### src/design/gwa_pkg.sv
// Package for the grouped weighted average block.
// Shared constants, state codes and the command/status types of the shared unit.
// No dependencies.
package gwa_pkg;

    localparam int FRAC_BITS = 16;
    localparam int MAX_GROUP = 255;
    localparam int COUNT_W   = $clog2(MAX_GROUP + 1);

    // numerator of the reciprocal, 2^(2F)
    localparam logic [63:0] RECIP_NUM = 64'(1) << (2 * FRAC_BITS);

    typedef enum logic [0:0] {
        OP_DIV  = 1'b0,
        OP_SQRT = 1'b1
    } unit_op_t;

    typedef struct packed {
        logic        start;
        unit_op_t    op;
        logic [63:0] a;
        logic [63:0] b;
    } unit_cmd_t;

    typedef struct packed {
        logic        busy;
        logic        done;
        logic [63:0] result;
    } unit_sts_t;

    typedef enum logic [9:0] {
        S_IDLE  = 10'b0000000001,
        S_OPEN  = 10'b0000000010,
        S_RECIP = 10'b0000000100,
        S_MULW  = 10'b0000001000,
        S_ADDW  = 10'b0000010000,
        S_ADDSQ = 10'b0000100000,
        S_WDIV  = 10'b0001000000,
        S_SQRT  = 10'b0010000000,
        S_SQDIV = 10'b0100000000,
        S_EMIT  = 10'b1000000000
    } seq_state_t;

endpackage

### src/design/gwa_divsqrt.sv
// Shared iterative unit: 64/64 unsigned division, one quotient bit a cycle,
// and 64-bit integer square root, one root bit a cycle, on one subtractor.
// Depends on gwa_pkg.
module gwa_divsqrt
(
    input  logic               clk,
    input  logic               rst_n,
    input  gwa_pkg::unit_cmd_t cmd,
    output gwa_pkg::unit_sts_t sts
);

    gwa_pkg::unit_op_t op_reg;
    logic [63:0] a_reg;
    logic [63:0] b_reg;
    logic [63:0] rem_reg;
    logic [31:0] root_reg;
    logic [6:0]  cnt_reg;
    logic        busy_reg;
    logic        done_reg;

    logic [64:0] div_part;
    logic [34:0] sq_part;
    logic [33:0] sq_trial;
    logic [65:0] sub_x;
    logic [65:0] sub_y;
    logic [65:0] diff;
    logic        ge;

    // shared trial subtraction
    always_comb
    begin
        div_part = {rem_reg, a_reg[63]};
        sq_part  = {rem_reg[32:0], a_reg[63:62]};
        sq_trial = {root_reg, 2'b01};
        if (op_reg == gwa_pkg::OP_DIV)
        begin
            sub_x = {1'b0, div_part};
            sub_y = {2'b00, b_reg};
        end
        else
        begin
            sub_x = {31'd0, sq_part};
            sub_y = {32'd0, sq_trial};
        end
        diff = sub_x - sub_y;
        ge   = ~diff[65];
    end

    // iteration registers
    always_ff @(posedge clk or negedge rst_n)
    begin
        if (!rst_n)
        begin
            busy_reg <= 1'b0;
            done_reg <= 1'b0;
            cnt_reg  <= '0;
            op_reg   <= gwa_pkg::OP_DIV;
        end
        else
        begin
            done_reg <= 1'b0;
            if (cmd.start)
            begin
                op_reg   <= cmd.op;
                a_reg    <= cmd.a;
                b_reg    <= cmd.b;
                rem_reg  <= '0;
                root_reg <= '0;
                cnt_reg  <= (cmd.op == gwa_pkg::OP_DIV) ? 7'd64 : 7'd32;
                busy_reg <= 1'b1;
            end
            else if (busy_reg)
            begin
                if (op_reg == gwa_pkg::OP_DIV)
                begin
                    rem_reg <= ge ? diff[63:0] : div_part[63:0];
                    a_reg   <= {a_reg[62:0], ge};
                end
                else
                begin
                    rem_reg  <= ge ? diff[63:0] : {29'd0, sq_part};
                    root_reg <= {root_reg[30:0], ge};
                    a_reg    <= {a_reg[61:0], 2'b00};
                end
                cnt_reg <= cnt_reg - 7'd1;
                if (cnt_reg == 7'd1)
                begin
                    busy_reg <= 1'b0;
                    done_reg <= 1'b1;
                end
            end
        end
    end

    assign sts.busy   = busy_reg;
    assign sts.done   = done_reg;
    assign sts.result = (op_reg == gwa_pkg::OP_DIV) ? a_reg : {32'd0, root_reg};

endmodule

### config.mk
export PLATFORM = sky130hd
export DESIGN_NAME = gwa_divsqrt
export DESIGN_NICKNAME = d
export VERILOG_FILES = /design/src/design/gwa_pkg.sv /design/src/design/gwa_divsqrt.sv
export SDC_FILE = /design/constraint.sdc
export NUM_CORES = 1
export LEC_CHECK = 0
export ABC_AREA = 1
export BUFFER_PORTS_ARGS = -buffer_cell sky130_fd_sc_hd__buf_2
export CORE_ASPECT_RATIO = 1.1
export CORE_MARGIN = 2
export CORE_UTILIZATION = 40
export CTS_BUF_LIST = sky130_fd_sc_hd__clkbuf_4 sky130_fd_sc_hd__clkbuf_8
export DETAILED_ROUTE_END_ITERATION = 8
export PLACE_DENSITY = 0.6
export SYNTH_ARGS = -nofsm -noshare
export SYNTH_HDL_FRONTEND = slang
export SYNTH_SLANG_ARGS = --single-unit
### constraint.sdc
create_clock -name clk -period 5.5 [get_ports clk]
set_input_delay 1.375 -clock clk [delete_from_list [all_inputs] [get_ports clk]]
set_output_delay 1.375 -clock clk [all_outputs]
set_load 0.01 [all_outputs]
# After elaboration in Yosys (flattened, before gate mapping)
# Index checks and enable logic that the tools add are counted.
dict set report word_totals {
  register_bits 234
  input_bits 132
  wordCells 36
}
dict set report op_classes {
  addsub 2
  eq_ne 1
  mux 21
  bitwise_logic 1
  reduce_logical 3
}
# operator n
set op_table {}
lappend op_table {{$mux 64} 9}
lappend op_table {{$sub 66x66->66} 1}
lappend op_table {{$mux 65} 1}
lappend op_table {{$mux 32} 2}
lappend op_table {{$mux 7} 3}
lappend op_table {{$eq 7x1->1 const B} 1}
lappend op_table {{$sub 7x1->7 const B} 1}
lappend op_table {{$mux 1} 6}
lappend op_table {{$reduce_and 2->1} 2}
lappend op_table {{$reduce_bool 2->1} 1}
lappend op_table {{$not 1->1} 1}

# Logic depth before layout (Yosys ltp)
dict set report logic_depth {
  ltp_word 6
  depth_mapped 24
  ltp_nobuf 21
}

# Worst setup path before layout
# OpenSTA, ideal clock, no wires.
dict set report synth_path {
  kind {input-to-reg}
  startpoint {input cmd[129] (netlist name)}
  endpoint {register a_reg[0], enable pin}
  setup_ns 0.487
  arrival_time_ns 4.324
  required_ns 5.013
  setup_slack_ns 0.690
  cell_stages 3
  path_cell_list {nor2_1 > clkbuf_1 > nor2_1}
}
dict set report synth_via {
  elab_chain_len 2
}
# element line_no
set synth_rtl {}
lappend synth_rtl {{start, declared} gwa_divsqrt.sv:8} ;# input gwa_pkg::unit_cmd_t cmd,
lappend synth_rtl {{$reduce_bool 2->1 (no line)} n/a}
lappend synth_rtl {{$reduce_and 2->1 (no line)} n/a}
lappend synth_rtl {{end signal, assigned} gwa_divsqrt.sv:65} ;# a_reg <= cmd.a;
lappend synth_rtl {{end signal, assigned} gwa_divsqrt.sv:77} ;# a_reg <= {a_reg[62:0], ge};
lappend synth_rtl {{end signal, assigned} gwa_divsqrt.sv:83} ;# a_reg <= {a_reg[61:0], 2'b00};
lappend synth_rtl {{end, declared} gwa_divsqrt.sv:13} ;# logic [63:0] a_reg;
# Every way passes these cells.
# A chain may end at the register's enable or synchronous reset.

# Worst setup path in the final report
dict set report layout_path {
  startpoint {register op_reg}
  endpoint {register rem_reg[56], data pin}
}
dict set report layout_via {
  elab_chain_len 5
}
# element line_no
set layout_rtl {}
lappend layout_rtl {{start, declared} gwa_divsqrt.sv:12} ;# gwa_pkg::unit_op_t op_reg;
lappend layout_rtl {{start signal, assigned} gwa_divsqrt.sv:57} ;# op_reg <= gwa_pkg::OP_DIV;
lappend layout_rtl {{start signal, assigned} gwa_divsqrt.sv:64} ;# op_reg <= cmd.op;
lappend layout_rtl {{$mux 65 or $mux 64 (tied branches)} gwa_divsqrt.sv:35} ;# if (op_reg == gwa_pkg::OP_DIV)
lappend layout_rtl {{$sub 66x66->66} gwa_divsqrt.sv:45} ;# diff = sub_x - sub_y;
lappend layout_rtl {{$mux 64, on equally long branches} {gwa_divsqrt.sv:76, gwa_divsqrt.sv:81}}
lappend layout_rtl {{$mux 64 *} gwa_divsqrt.sv:74} ;# if (op_reg == gwa_pkg::OP_DIV)
lappend layout_rtl {{$mux 64 *} gwa_divsqrt.sv:72} ;# else if (busy_reg)
lappend layout_rtl {{end signal, assigned} gwa_divsqrt.sv:76} ;# rem_reg <= ge ? diff[63:0] : div_part[63:0];
lappend layout_rtl {{end signal, assigned} gwa_divsqrt.sv:81} ;# rem_reg <= ge ? diff[63:0] : {29'd0, sq_part};
lappend layout_rtl {{end, declared} gwa_divsqrt.sv:15} ;# logic [63:0] rem_reg;
# Mark *: on every way between the ends. The rest lies on a longest branch, timed or not.

==> flow_summary.yaml <==
cells_and_area:
  final_cells: 3402
  antenna_cells: 0
  final_util: 0.457
  area_delta_synth_final_pct: 12.5
  drive_gt1_frac: 0.121
  fin_nets: 2991
clock_network:
  postCtsHoldBufs: 0
  cts_setup_buffers: 0
  clock_latency_ps: 630
  cts_buffers: 43
  clock-sinks: 234
  cts-root-buf: "clkbuf_8"
  clock_path_buffers: 3
  clk_pin_slew_ps: 60
  cts-resized-gates: 0
  htree_levels: 2
  cts_tree: "built"
power:
  power_uw: 7230
  vdd_drop_max_mv: 0.183
  p_leak_uw: 0.0105
  powerDensity_mw_per_mm2: 355
synth:
  synth_nets: 2825
  synthArstFlopShare: 0.0427
  seq_area_frac_synth: 0.385
  synth_cell_type_count: 42
  syn-cell-area_mm2: 0.0181
  ys.flop_type: "edfxtp_1"
  synthesis.instances: 2626
  synth_edf_count: 224
  synth_common_cells: "nand2_1 (890), inv_1 (489), edfxtp_1 (224), nor2_1 (212), nand3_1 (183)"
  ys.warnings.count: 0
  yosysTopAreaCell: "edfxtp_1"
  ys_ff_latch: 234
  yosys-top-cells-area: "edfxtp_1 (37%), nand2_1 (18%), inv_1 (10%)"
  yosysTopAreaCellShare: 0.372
  syn_avg_cell_area_um2: 6.89
  synth.most_common_cell: "nand2_1"
placement:
  dp_slack_ps: 1050
  port_buffers: 197
  dpl.cell_count: 3328
  gp_congestion: 0.990
  hpwl_mm: 45.6
timing:
  fin_ws_ps: 984
  max-slew-margin-rel: 0.217
  hold_viol: 0
  rsz0062_at_grt: "no"
  setup_viol: 0
  maxSlewViolCount: 0
  setup_tns_ps: 0
  fin_crit_sh: 0.821
  finalClockSkew_ps: 37.8
  max_clock_freq_ghz: 0.221
  min_period_ps: 4520
  tightest_slew_ps: 1170
floorplanning:
  num_io_pins: 198
  dieHeight_um: 227
  rows: 81
  die_w_um: 207
  core-area_mm2: 0.0446
  start_util: 0.406
  dieArea_mm2: 0.0470
worst_setup_path:
  cp-end-kind: "flip-flop"
  critPathMaxFanout: 114
  crit_arrival_ps: 4880
  worstSetupStartpointType: "flip-flop"
  cp.required_ps: 5860
  critPathKind: "flip-flop to flip-flop"
drt:
  initialDrtViolationCount: 1091
  vias: 17300
  drcViolationCount: 0
  drt-wirelength-per-cell_um: 17.2
  drtAntennaViolNets: 0
  drt_wl_total_mm: 58.4
  via_per_inst: 5.07
  drt_pass1_iterations: 5
worst_hold_path:
  hp-class: "flip-flop to flip-flop"
global_route:
  grt_max_degree: 115
  antenna_found_initial: 0
  grt_pass1_vias: 17000
  grt_pass1_wl_mm: 91.7
  grt_overflow_total: 0
  track_usage: 0.251
flow_run:
  drv_cap: 0
status:
  status: "complete, no violations"
==> worst paths after layout <==
kind | startpoint | end | slack (ps) | cells past startpoint
min in group asynchronous | rst_n | busy_reg$_DFF_PN0_ | 660 | 1
max in group asynchronous | rst_n | cnt_reg[1]$_DFFE_PN0N_ | 4040 | 2
setup / recovery | op_reg$_DFFE_PN0P_ | rem_reg[56]$_SDFFCE_PP0P_ | 980 | 21
setup reg to reg | op_reg$_DFFE_PN0P_ | rem_reg[56]$_SDFFCE_PP0P_ | 980 | 21
hold / removal | cnt_reg[4]$_DFFE_PN0N_ | cnt_reg[4]$_DFFE_PN0N_ | 480 | 1
hold reg to reg | cnt_reg[4]$_DFFE_PN0N_ | cnt_reg[4]$_DFFE_PN0N_ | 480 | 1
==> critical path, stage by stage, from the launching register on <==
cell,delay [ps]
dfrtp_4,410
buf_4,760
nand2_1,220
a21boi_0,230
ha_1,440
nand2_1,150
inv_1,50
nand2_1,60
nand2_1,70
inv_1,70
nand3_2,150
nand2_1,120
nand2_2,100
nand2_2,100
nand2_2,60
nand2_2,70
buf_4,620
nand3_1,180
nand2_1,100
inv_1,40
nand2_1,50
nand2_1,50
==> placed cells by master (no fill, tap or decap), types with 22 or more instances in the layout <==
cell / Yosys / layout
xnor2_1: 29 / 29
nor2_1: 212 / 209
ha_1: 66 / 66
edfxtp_1: 224 / 224
o221ai_1: 63 / 63
clkbuf_8: 0 / 45
nand2_1: 890 / 888
o21ai_0: 137 / 137
a21boi_0: 32 / 32
a21oi_1: 63 / 63
buf_2: 10 / 196
nand4_1: 22 / 22
nand3_1: 183 / 183
inv_1: 489 / 487
==> layer usage <==
layer,part of all wire,track usage
met1,0.45,0.329
met2,0.47,0.421
met3,0.048,0.0364
met4,0.034,0.0892
met5,0,0
==> metrics by stage <==
step	hold WS, ps	cell area, um2
after floorplan	435	18100
after global placement	448	19600
after detailed placement	479	19600
after CTS	487	20400
after global routing	512	20400
final	480	20400
==> where the power goes <==
group | switching, uW | leakage (uW) | internal, uW
registers | 95.8 | 0.00233 | 2240
logic | 2190 | 0.00776 | 1050
clock network | 784 | 0.000434 | 875
total | 3070 | 0.0105 | 4160
==> cell type report <==
type	instances	area [um2]
clock buffer	62	747
tap	581	727
inverter	502	1880
clock inverter	12	71.3
timing repair buffer	216	1170
multi-input combinational	1795	8790
sequential	234	6980
fill	4745	24200
==> logic make-up (layout without fill, tap and decap cells) <==
group | count (synthesis) | after routing | synth area share
buffers and inverters | 597 | 792 | 0.131
adders and majority gates | 67 | 67 | 0.0467
xor gates and xnor gates | 31 | 31 | 0.0150
DFF | 234 | 234 | 0.385
and+or+nand+nor | 1372 | 1372 | 0.312
AOI/OAI and AO/OA | 325 | 325 | 0.110
(Power assumes the default switching activity.)
